[src/sv/assert_macros.svh]
// assertion macros included by the event counter unit
`ifndef ASSERT_MACROS_SVH
`define ASSERT_MACROS_SVH

// property checked at every clock edge outside reset
`define ASSERT_ALWAYS(name, prop, msg) \
    name: assert property (@(posedge clk) disable iff (!rst_n) (prop)) else $error(msg);

// implication checked at every clock edge outside reset
`define ASSERT_IMPLIES(name, ante, cons, msg) \
    name: assert property (@(posedge clk) disable iff (!rst_n) (ante) |-> (cons)) \
        else $error(msg);

`endif

[src/sv/fudec_pkg.sv]
// package with types, register map and helpers of the filtered up/down event counter
package fudec_pkg;

    localparam int LEVEL_W  = 8;
    localparam int COUNT_W  = 15;
    localparam int ADDR_W   = 4;
    localparam int DATA_W   = 32;
    localparam int REG_IDX_W = 2;

    typedef logic [LEVEL_W-1:0]        level_t;
    typedef logic signed [COUNT_W-1:0] count_t;
    typedef logic [REG_IDX_W-1:0]      reg_idx_t;

    localparam reg_idx_t REG_FILTER_MASK    = 2'd0;
    localparam reg_idx_t REG_HIGH_THRESHOLD = 2'd1;
    localparam reg_idx_t REG_LOW_THRESHOLD  = 2'd2;

    localparam level_t FILTER_MASK_RESET    = 8'd255;
    localparam level_t HIGH_THRESHOLD_RESET = 8'd200;
    localparam level_t LOW_THRESHOLD_RESET  = 8'd50;

    // history value forced when a level sits between the thresholds
    localparam level_t HIST_UNDECIDED = 8'd2;

    localparam count_t COUNT_MAX  = 15'sd9999;
    localparam count_t COUNT_MIN  = -15'sd999;
    localparam count_t COUNT_ZERO = 15'sd0;
    localparam count_t COUNT_ONE  = 15'sd1;

    function automatic level_t shift_in(level_t hist, level_t level, level_t hi, level_t lo);
        level_t h;
        h = {hist[LEVEL_W-2:0], 1'b0};
        if (level > hi) begin
            return h | level_t'(1);
        end
        else if (level < lo) begin
            return h;
        end
        else begin
            return HIST_UNDECIDED;
        end
    endfunction

    function automatic logic history_valid(level_t hist, level_t mask);
        return (hist == '0) || ((hist & mask) == mask);
    endfunction

endpackage

[src/sv/filtered_updown_event_counter_unit.sv]
// filtered up/down event counter: threshold, history filter, edge detect and wrapping count
// a transaction passes through the input register and then the result register
// throughput: one transaction per cycle unless stalled; input register feeds one pass of
// compare, shift and count logic into the result register, which the output stall holds
// reset: asynchronous, clears histories, latched direction and count to zero,
// and sets the filter mask and thresholds to 255, 200 and 50
`include "assert_macros.svh"

module filtered_updown_event_counter_unit (
    input  logic                                 clk,
    input  logic                                 rst_n,
    input  logic                                 psel,
    input  logic                                 penable,
    input  logic                                 pwrite,
    input  logic [fudec_pkg::ADDR_W-1:0]         paddr,
    input  logic [fudec_pkg::DATA_W-1:0]         pwdata,
    output logic [fudec_pkg::DATA_W-1:0]         prdata,
    output logic                                 pready,
    input  logic                                 in_valid,
    output logic                                 in_stall,
    input  fudec_pkg::level_t                    clock_level,
    input  fudec_pkg::level_t                    dir_level,
    output logic                                 out_valid,
    input  logic                                 out_stall,
    output fudec_pkg::count_t                    event_count,
    output logic                                 stop
);

    fudec_pkg::level_t   filter_mask_reg;
    fudec_pkg::level_t   high_threshold_reg;
    fudec_pkg::level_t   low_threshold_reg;
    fudec_pkg::reg_idx_t reg_idx;
    logic                cfg_write;

    logic                s1_valid_reg;
    fudec_pkg::level_t   clock_level_reg;
    fudec_pkg::level_t   dir_level_reg;

    fudec_pkg::level_t   clock_history_reg;
    fudec_pkg::level_t   clock_history_next;
    fudec_pkg::level_t   dir_history_reg;
    fudec_pkg::level_t   dir_history_next;
    fudec_pkg::level_t   last_valid_clock_reg;
    fudec_pkg::level_t   last_valid_clock_next;
    logic                dir_latched_reg;
    logic                dir_latched_next;
    fudec_pkg::count_t   counter_reg;
    fudec_pkg::count_t   counter_next;
    fudec_pkg::count_t   counter_step;

    logic                out_valid_reg;
    fudec_pkg::count_t   event_count_reg;
    logic                stop_reg;

    logic                in_accept;
    logic                out_advance;
    logic                load;
    logic                clock_valid;
    logic                dir_valid;
    logic                falling_edge;

    // configuration port
    assign pready    = 1'b1;
    assign reg_idx   = paddr[fudec_pkg::ADDR_W-1:2];
    assign cfg_write = psel && penable && pwrite && pready;

    always_comb
    begin
        case (reg_idx)
            fudec_pkg::REG_FILTER_MASK:
            begin
                prdata = fudec_pkg::DATA_W'(filter_mask_reg);
            end
            fudec_pkg::REG_HIGH_THRESHOLD:
            begin
                prdata = fudec_pkg::DATA_W'(high_threshold_reg);
            end
            fudec_pkg::REG_LOW_THRESHOLD:
            begin
                prdata = fudec_pkg::DATA_W'(low_threshold_reg);
            end
            default:
            begin
                prdata = '0;
            end
        endcase
    end

    always_ff @(posedge clk or negedge rst_n)
    begin
        if (!rst_n)
        begin
            filter_mask_reg    <= fudec_pkg::FILTER_MASK_RESET;
            high_threshold_reg <= fudec_pkg::HIGH_THRESHOLD_RESET;
            low_threshold_reg  <= fudec_pkg::LOW_THRESHOLD_RESET;
        end
        else if (cfg_write)
        begin
            case (reg_idx)
                fudec_pkg::REG_FILTER_MASK:
                begin
                    filter_mask_reg <= pwdata[fudec_pkg::LEVEL_W-1:0];
                end
                fudec_pkg::REG_HIGH_THRESHOLD:
                begin
                    high_threshold_reg <= pwdata[fudec_pkg::LEVEL_W-1:0];
                end
                fudec_pkg::REG_LOW_THRESHOLD:
                begin
                    low_threshold_reg <= pwdata[fudec_pkg::LEVEL_W-1:0];
                end
                default:
                begin
                end
            endcase
        end
    end

    // pipeline handshake
    assign out_advance = !out_valid_reg || !out_stall;
    assign load        = s1_valid_reg && out_advance;
    assign in_stall    = s1_valid_reg && !out_advance;
    assign in_accept   = in_valid && !in_stall;

    // one pass of filter, edge detect and count
    always_comb
    begin
        clock_history_next = fudec_pkg::shift_in(clock_history_reg, clock_level_reg,
                                                 high_threshold_reg, low_threshold_reg);
        dir_history_next   = fudec_pkg::shift_in(dir_history_reg, dir_level_reg,
                                                 high_threshold_reg, low_threshold_reg);
        dir_valid   = fudec_pkg::history_valid(dir_history_next, filter_mask_reg);
        clock_valid = fudec_pkg::history_valid(clock_history_next, filter_mask_reg);

        dir_latched_next = dir_valid ? (dir_history_next != '0) : dir_latched_reg;
        falling_edge     = clock_valid && (last_valid_clock_reg > clock_history_next);
        last_valid_clock_next = clock_valid ? clock_history_next : last_valid_clock_reg;

        if (falling_edge)
        begin
            counter_step = dir_latched_next ? (counter_reg - fudec_pkg::COUNT_ONE)
                                            : (counter_reg + fudec_pkg::COUNT_ONE);
        end
        else
        begin
            counter_step = counter_reg;
        end

        if (counter_step > fudec_pkg::COUNT_MAX)
        begin
            counter_next = fudec_pkg::COUNT_MIN;
        end
        else if (counter_step < fudec_pkg::COUNT_MIN)
        begin
            counter_next = fudec_pkg::COUNT_MAX;
        end
        else
        begin
            counter_next = counter_step;
        end
    end

    always_ff @(posedge clk or negedge rst_n)
    begin
        if (!rst_n)
        begin
            s1_valid_reg         <= 1'b0;
            out_valid_reg        <= 1'b0;
            clock_history_reg    <= '0;
            dir_history_reg      <= '0;
            last_valid_clock_reg <= '0;
            dir_latched_reg      <= 1'b0;
            counter_reg          <= fudec_pkg::COUNT_ZERO;
        end
        else
        begin
            if (in_accept)
            begin
                s1_valid_reg <= 1'b1;
            end
            else if (out_advance)
            begin
                s1_valid_reg <= 1'b0;
            end

            if (out_advance)
            begin
                out_valid_reg <= s1_valid_reg;
            end

            if (load)
            begin
                clock_history_reg    <= clock_history_next;
                dir_history_reg      <= dir_history_next;
                last_valid_clock_reg <= last_valid_clock_next;
                dir_latched_reg      <= dir_latched_next;
                counter_reg          <= counter_next;
            end
        end
    end

    // payload registers
    always_ff @(posedge clk)
    begin
        if (in_accept)
        begin
            clock_level_reg <= clock_level;
            dir_level_reg   <= dir_level;
        end
        if (load)
        begin
            event_count_reg <= counter_next;
            stop_reg        <= (counter_next <= fudec_pkg::COUNT_ZERO);
        end
    end

    assign out_valid   = out_valid_reg;
    assign event_count = event_count_reg;
    assign stop        = stop_reg;

    `ASSERT_IMPLIES(a_count_range, out_valid_reg, (event_count_reg <= fudec_pkg::COUNT_MAX) && (event_count_reg >= fudec_pkg::COUNT_MIN), "event count out of range")
    `ASSERT_IMPLIES(a_stop_matches, out_valid_reg, stop_reg == (event_count_reg <= fudec_pkg::COUNT_ZERO), "stop disagrees with count")
    `ASSERT_IMPLIES(a_count_moves_on_load, counter_reg != $past(counter_reg), $past(load), "counter changed without a transaction")
    `ASSERT_ALWAYS(a_stall_needs_item, !in_stall || s1_valid_reg, "input stalled with empty input register")

endmodule
[config.mk]
export PLATFORM = sky130hd
export DESIGN_NAME = filtered_updown_event_counter_unit
export DESIGN_NICKNAME = d
export VERILOG_FILES = /design/src/sv/fudec_pkg.sv /design/src/sv/filtered_updown_event_counter_unit.sv
export VERILOG_INCLUDE_DIRS = /design/src /design/src/sv
export SDC_FILE = /design/constraint.sdc
export NUM_CORES = 1
export LEC_CHECK = 0
export BUFFER_PORTS_ARGS = -buffer_cell sky130_fd_sc_hd__buf_2
export CAP_MARGIN = 10
export CORE_ASPECT_RATIO = 0.6
export CORE_MARGIN = 4
export CORE_UTILIZATION = 51
export CTS_CLUSTER_DIAMETER = 200
export DETAILED_ROUTE_END_ITERATION = 8
export PLACE_DENSITY = 0.87
export SETUP_SLACK_MARGIN = 0.4
export SLEW_MARGIN = 20
export SYNTH_ARGS = -nofsm -noshare
export SYNTH_HDL_FRONTEND = slang
export SYNTH_SLANG_ARGS = --single-unit
[constraint.sdc]
create_clock -name clk -period 5.05 [get_ports clk]
set_input_delay 1.01 -clock clk [delete_from_list [all_inputs] [get_ports clk]]
set_output_delay 1.01 -clock clk [all_outputs]
set_load 0.01 [all_outputs]
# Word level (Yosys, flattened, before mapping)
# Index checks and enable logic that the tools add are counted.
# W data, S select, Z words.
[totals]
word_cells = 64
regBits = 96
input_bits = 59
output_inout_bits = 51
[op_classes]
eq_ne = 4
addsub = 2
mux = 12
reduce_logical = 22
n_lt_le_gt_ge = 8
bitwise = 2
[op_table]
columns = ["operator", "n"]
rows = [
  ["$mux W15", 4],
  ["$mux W8", 4],
  ["$gt A8 B8 Y1", 3],
  ["$pmux W8 S3", 1],
  ["$and A8 B8 Y8", 2],
  ["$eq A8 B8 Y1", 2],
  ["$logic_not A8 Y1", 2],
  ["$lt A8 B8 Y1", 2],
  ["$add A15 B2 Y15 const B", 1],
  ["$gt A15 B15 Y1 const B", 1],
  ["$le A15 B1 Y1 const B", 1],
  ["$lt A15 B11 Y1 const B", 1],
  ["$sub A15 B2 Y15 const B", 1],
  ["$reduce_and A2 Y1", 4],
  ["$reduce_bool A8 Y1", 1],
  ["$logic_and A1 B1 Y1", 6],
  ["$logic_not A1 Y1", 4],
  ["$logic_or A1 B1 Y1", 3],
  ["$mux W1", 3],
  ["$eq A2 B1 Y1 const B", 1],
  ["$eq A2 B2 Y1 const B", 1],
  ["$logic_not A2 Y1", 1],
  ["$reduce_bool A2 Y1", 1],
]

# Depth between registers and ports, before layout
[logic_depth]
depth_word = 13
mapped_depth = 23
depth_no_buf = 21

# Worst setup path before layout
# No wires, ideal clock.
[synth_timing]
kind = "register to register"
from = "register low_threshold_reg[5]"
to = "register counter_reg[5]"
path_stages_with_launch = 23
setup_ps = 121
setup_slack_ps = -264
t_required_ps = 4929
synth_period_minus_slack_ps = 5314
t_arrival_ps = 5193
cell_sequence = "dfstp_2 > inv_1 > ha_1 > a21o_1 > a221oi_2 > o21ai_1 > and3_4 > a2111oi_4 > a41oi_4 > inv_1 > ha_1 > a2111oi_0 > o21ai_0 > a211oi_1 > o31ai_1 > a21oi_1 > xnor2_1 > o31ai_1 > mux2_2 > or3_1 > buf_6 > a31o_4 > a22o_1"
[synth_via]
elab_chain_len = 12
[synth_lines]
columns = ["element", "line_no", "text"]
rows = [
  ["start: declaration", "filtered_updown_event_counter_unit.sv:31", "fudec_pkg::level_t low_threshold_reg;"],
  ["start signal: assignment", "filtered_updown_event_counter_unit.sv:95", "low_threshold_reg <= fudec_pkg::LOW_THRESHOLD_RESET;"],
  ["start signal: assignment", "filtered_updown_event_counter_unit.sv:110", "low_threshold_reg <= pwdata[fudec_pkg::LEVEL_W-1:0];"],
  ["$lt A8 B8 Y1 *", "fudec_pkg.sv:36", "else if (level < lo) begin"],
  ["$mux W8 *", "fudec_pkg.sv:36", ""],
  ["$mux W8 *", "fudec_pkg.sv:33", "if (level > hi) begin"],
  ["$and A8 B8 Y8", "fudec_pkg.sv:45", "return (hist == '0) || ((hist & mask) == mask);"],
  ["$eq A8 B8 Y1", "fudec_pkg.sv:45", ""],
  ["$logic_or A1 B1 Y1", "fudec_pkg.sv:45", ""],
  ["$mux W1 *", "filtered_updown_event_counter_unit.sv:135", "dir_latched_next = dir_valid ? (dir_history_next != '0) : dir_latched_reg;"],
  ["via dir_latched_next", "filtered_updown_event_counter_unit.sv:46", "logic dir_latched_next;"],
  ["$mux W15 *", "filtered_updown_event_counter_unit.sv:141", "counter_step = dir_latched_next ? (counter_reg - fudec_pkg::COUNT_ONE)"],
  ["$mux W15 *", "filtered_updown_event_counter_unit.sv:139", "if (falling_edge)"],
  ["$lt A15 B11 Y1", "filtered_updown_event_counter_unit.sv:153", "else if (counter_step < fudec_pkg::COUNT_MIN)"],
  ["$mux W15", "filtered_updown_event_counter_unit.sv:153", ""],
  ["$mux W15 *", "filtered_updown_event_counter_unit.sv:149", "if (counter_step > fudec_pkg::COUNT_MAX)"],
  ["end signal: assignment", "filtered_updown_event_counter_unit.sv:173", "counter_reg <= fudec_pkg::COUNT_ZERO;"],
  ["end signal: assignment", "filtered_updown_event_counter_unit.sv:197", "counter_reg <= counter_next;"],
  ["end: declaration", "filtered_updown_event_counter_unit.sv:47", "fudec_pkg::count_t counter_reg;"],
]
# Mark *: on every way through the listed nets, which the timed path passes. The rest lies on a longest branch.
# A chain may end at the register's enable or synchronous reset.

# Worst setup path after layout
[layout_timing]
from = "register dir_level_reg[1]"
to = "register counter_reg[0]"
[layout_via]
elab_chain_len = 12
[layout_lines]
columns = ["element", "line_no", "text"]
rows = [
  ["start: declaration", "filtered_updown_event_counter_unit.sv:37", "fudec_pkg::level_t dir_level_reg;"],
  ["start signal: assignment", "filtered_updown_event_counter_unit.sv:208", "dir_level_reg <= dir_level;"],
  ["$lt A8 B8 Y1", "fudec_pkg.sv:36", ""],
  ["$mux W8", "fudec_pkg.sv:36", ""],
  ["$mux W8 *", "fudec_pkg.sv:33", ""],
  ["$and A8 B8 Y8", "fudec_pkg.sv:45", ""],
  ["$eq A8 B8 Y1", "fudec_pkg.sv:45", ""],
  ["$logic_or A1 B1 Y1", "fudec_pkg.sv:45", ""],
  ["$mux W1 *", "filtered_updown_event_counter_unit.sv:135", ""],
  ["via dir_latched_next", "filtered_updown_event_counter_unit.sv:46", ""],
  ["$mux W15 *", "filtered_updown_event_counter_unit.sv:141", ""],
  ["$mux W15 *", "filtered_updown_event_counter_unit.sv:139", ""],
  ["$lt A15 B11 Y1", "filtered_updown_event_counter_unit.sv:153", ""],
  ["$mux W15", "filtered_updown_event_counter_unit.sv:153", ""],
  ["$mux W15 *", "filtered_updown_event_counter_unit.sv:149", ""],
]
# Marked as above.

==> summary.md <==
| Metric | Value |
|---|---|
| Num Clock Sinks | 96 |
| Tmin final | 5.54 ns |
| Worst-margin pin slew | ~0.86 ns |
| Unrepaired setup endpoints after global routing | true |
| Dpl ws | -0.547 ns |
| DRT Pass-1 Iters | 7 |
| Ordered list of cells on the worst path | ha_1 > nor2b_1 > o211a_1 > o211ai_2 > and3_4 > o21ai_1 > buf_4 > a41oi_4 > clkinv_4 > ha_4 > and2b_2 > o2111ai_4 > nand3_2 > a221o_1 > a21o_1 > a21oi_2 > xnor2_2 > and2_4 > a221oi_4 > buf_4 > nor4b_4 > buf_6 > mux2i_1 |
| Num CTS Buffers | 9 |
| Pin count of the biggest net entering global routing | 65 |
| DRC viols | 0 |
| Total wire length | roughly 18000 microns |
| Slowest CP cell | edfxtp_1 |
| Worst path buffer plus inverter count | 4 |
| GRT met3 Usage | under 10% |
| Row cnt | 30 |
| Final WS setup | -0.485 ns |
| Max IR drop VDD | about 340 uV |
| Top FF cell, synth | dfrtp_1 |
| FF-to-FF setup slack | -0.49 ns |
| Port bufs | a little under 60 |
| WP depth | 23 |
| Final nets | between 800 and 900 |
| Kind of critical path | reg2reg |
| FF-to-FF End | counter_reg[0]$_DFFE_PN0P_ |
| Iter 0 DRT Violations | 570 |
| Syn Area/Cell | 10.2 sq um |
| Min-Delay Path Class | reg2reg |
| Hold depth | 1 |
| Vias | about 5500 |
| Remaining Overflow, GRT | 0 |
| Outcome | complete, but fails checks |
| Met1 usage | a little over a third |
| Core area | 11500 sq um |
| Crit end category | flop |
| Maximum clock frequency | ~180 MHz |
| Initial core utilization | approximately 53% |
| P&R area growth vs syn | 27.8% |
| Die Span Y | between 90 and 100 microns |
| Max-slew violation count | 0 |
| Worst EP arrival | 5.76 ns |
| Total track usage | between 20% and 30% |
| Most frequent cell after synthesis | nand2_1 |
| LEAKAGE | around 3.6 nW |
| Reg2reg start | dir_level_reg[1]$_DFFE_PP_ |
| Fin crit share | 110% |
| Most used cell, CP | buf_4 |
| Violated checks | negative setup slack |
| Register bit count reported by yosys | 96 |
| Ys Warns | 0 |
| Async SR Flop Fraction | 66.7% |
| Clk buf depth | 2 |
| Die W | 149 microns |
| Startpoint types | flop |
| Power Total | just over 6 mW |
| Hold Worst Slack | between 0.5 and 0.6 ns |
| Required @ worst endpoint | roughly 5.3 ns |
| Post-synth EDFFs | 32 |
| Top delay family on crit path | compound AO/OA/AOI/OAI gates |
| Seq/Total Area, Yosys | between 40% and 50% |
| Top post-synthesis cells by area | dfrtp_1, edfxtp_1, ha_1 |
| Die ar. | 13900 sq um |
| Share of cells above drive strength 1 | between 30% and 40% |
| Synthesized area | just over 6000 sq um |
| HP Start | s1_valid_reg$_DFFE_PN0P_ |
| Clock Skews | 0.00989 ns |
| Syn Inst Count | approximately 600 |
| Post-DR wirelength/cell | 19.9 microns |
| Met2 Usage GRT | 39.8% |
| Placer Congestion | 0.931 |
| Synth cell count leaders | nand2_1, ha_1, dfrtp_1, o21ai_0, a21oi_1 |
| Post-detail-place hpwl | approximately 13000 microns |
| Top Ports | 110 |
| Synth unique cells | 76 |
| Maximum fanout along the worst path | 8 |
| First-pass GRT wire length | around 28000 microns |
| MaxCap Viol Count | 0 |
| Yosys top cell by area | dfrtp_1 |
| CTS tree | yes |
| Ant. Diodes | 0 |
| Grt peak-use layer | met2 |
| Final setup violation count | 31 |
| Clk_lat worst skew | around 0.35 ns |
| # hold bufs at CTS | 0 |
| H-tree Lvls | 3 |
| Final Hold Viols | 0 |
| Rel. slew slack | between 40% and 50% |
| Antenna viol nets, final | 0 |
| P per Cell Area | between 700 and 800 nW/um^2 |
| Slowest Stage Delay on Critical Path | ~0.4 ns |
| Worst Hold End | out_valid$_DFFE_PN0N_ |
| Root Buffer Master | clkbuf_16 |
| Worst Reg-to-Reg Cells | 23 |
| Clock slew at reported path FFs | around 0.07 ns |
| Vias/cell | about 6.0 |
| Yosys top cell area share | slightly above 20% |
| Initial antenna violation count | 0 |
| Vias in the first global route | 5475 |
## stage by stage
| stage | instances | setup TNS (ns) | util, % | instance area, sq um |
|---|---|---|---|---|
| final | 907 | -12.69 | 67.8 | 7810 |
| after global routing | 907 | -17.19 | 67.8 | 7810 |
| after CTS | 903 | -5.42 | 66.6 | 7680 |
| after detailed placement | 878 | -12.63 | 61.8 | 7130 |
| after global placement | 878 | -8.78 | 61.8 | 7130 |
| after floorplan | 624 | 0 | - | 6340 |
## power by group
part	switching (mW)	leakage [nW]	internal [mW]
Combinational	2.18	2.38	1.90
Sequential	0.232	1.05	1.09
Clock	0.299	0.138	0.365
## cells in the final DEF, fill, tap and decap left out, drive strengths merged, types with 4 or more instances in the layout
cell type,count
mux2i,17
inv,32
nor3,11
dfstp,14
a21o,10
clkbuf,12
conb,25
and3,5
nand3,8
a21oi,36
o21a,4
buf,147
o22a,4
o31ai,5
mux2,19
a31oi,5
nor2b,9
xnor2,7
edfxtp,32
o211ai,4
clkinv,4
a22o,6
ha,51
nand2,71
xor2,6
nor2,26
nor4,7
nand2b,7
and4,5
o21ai,53
nand4,5
dfrtp,50
and2,6
## logic make-up (layout without fill, tap and decap cells)
family / after synthesis / after routing / synth area share, %
flip-flops: 96 / 96 / 42.2
multiplexers: 36 / 36 / 6.28
adder cells (fa/ha/maj): 52 / 52 / 10.8
buffers and inverters: 73 / 196 / 6.43
AO/OA/AOI/OAI: 159 / 159 / 18.0
other: 2 / 25 / 0.123
XOR/XNOR: 13 / 13 / 1.86
AND/OR/NAND/NOR: 170 / 170 / 14.3
## worst register-to-register path, delay by kind of cell (launching register included)
family          cells  cell delay, ns
compound gates      9            2.26
xor+xnor            1            0.15
fa+ha+maj           2            0.62
buf+inv             4            0.69
flops               1            0.41
mux                 1            0.09
simple gates        6            1.19
## layer usage
layer  wire (microns)  up-vias
met3             2140       58
met4              388        0
met1             7500     2602
li1                 -     2438
met2             8060      371
met5                0        -
## timing repair
item / 4_1_cts / 5_1_grt
endpoints found under the setup margin: 31 / 31
gates resized for setup: 47 / 24
buffers inserted: 8 / 4
pin swaps: 28 / 35
gates cloned: 1 / 0
## how the worst max path moves through the flow
stage / start / slack [ns] / end
after floorplan: low_threshold_reg[5]$_DFFE_PN1P_ / 0.1 / counter_reg[5]$_DFFE_PN0P_
after global placement: low_threshold_reg[1]$_DFFE_PN1P_ / -0.42 / counter_reg[7]$_DFFE_PN0P_
after detailed placement: low_threshold_reg[1]$_DFFE_PN1P_ / -0.55 / event_count[4]$_DFFE_PP_
after CTS: low_threshold_reg[1]$_DFFE_PN1P_ / -0.25 / counter_reg[5]$_DFFE_PN0P_
after global routing: dir_level_reg[1]$_DFFE_PP_ / -0.63 / counter_reg[8]$_DFFE_PN0P_
final: dir_level_reg[1]$_DFFE_PP_ / -0.49 / counter_reg[0]$_DFFE_PN0P_
## final cells by class
type | instances | area (sq um)
Fill cell | 793 | 3710
Multi-Input combinational cell | 455 | 3620
Sequential cell | 96 | 2580
Timing Repair Buffer | 147 | 1000
Clock buffer | 12 | 258
Tap cell | 160 | 200
Inverter | 33 | 129
Clock inverter | 4 | 27.5
No activity file was read; power rests on OpenSTA's default activity.
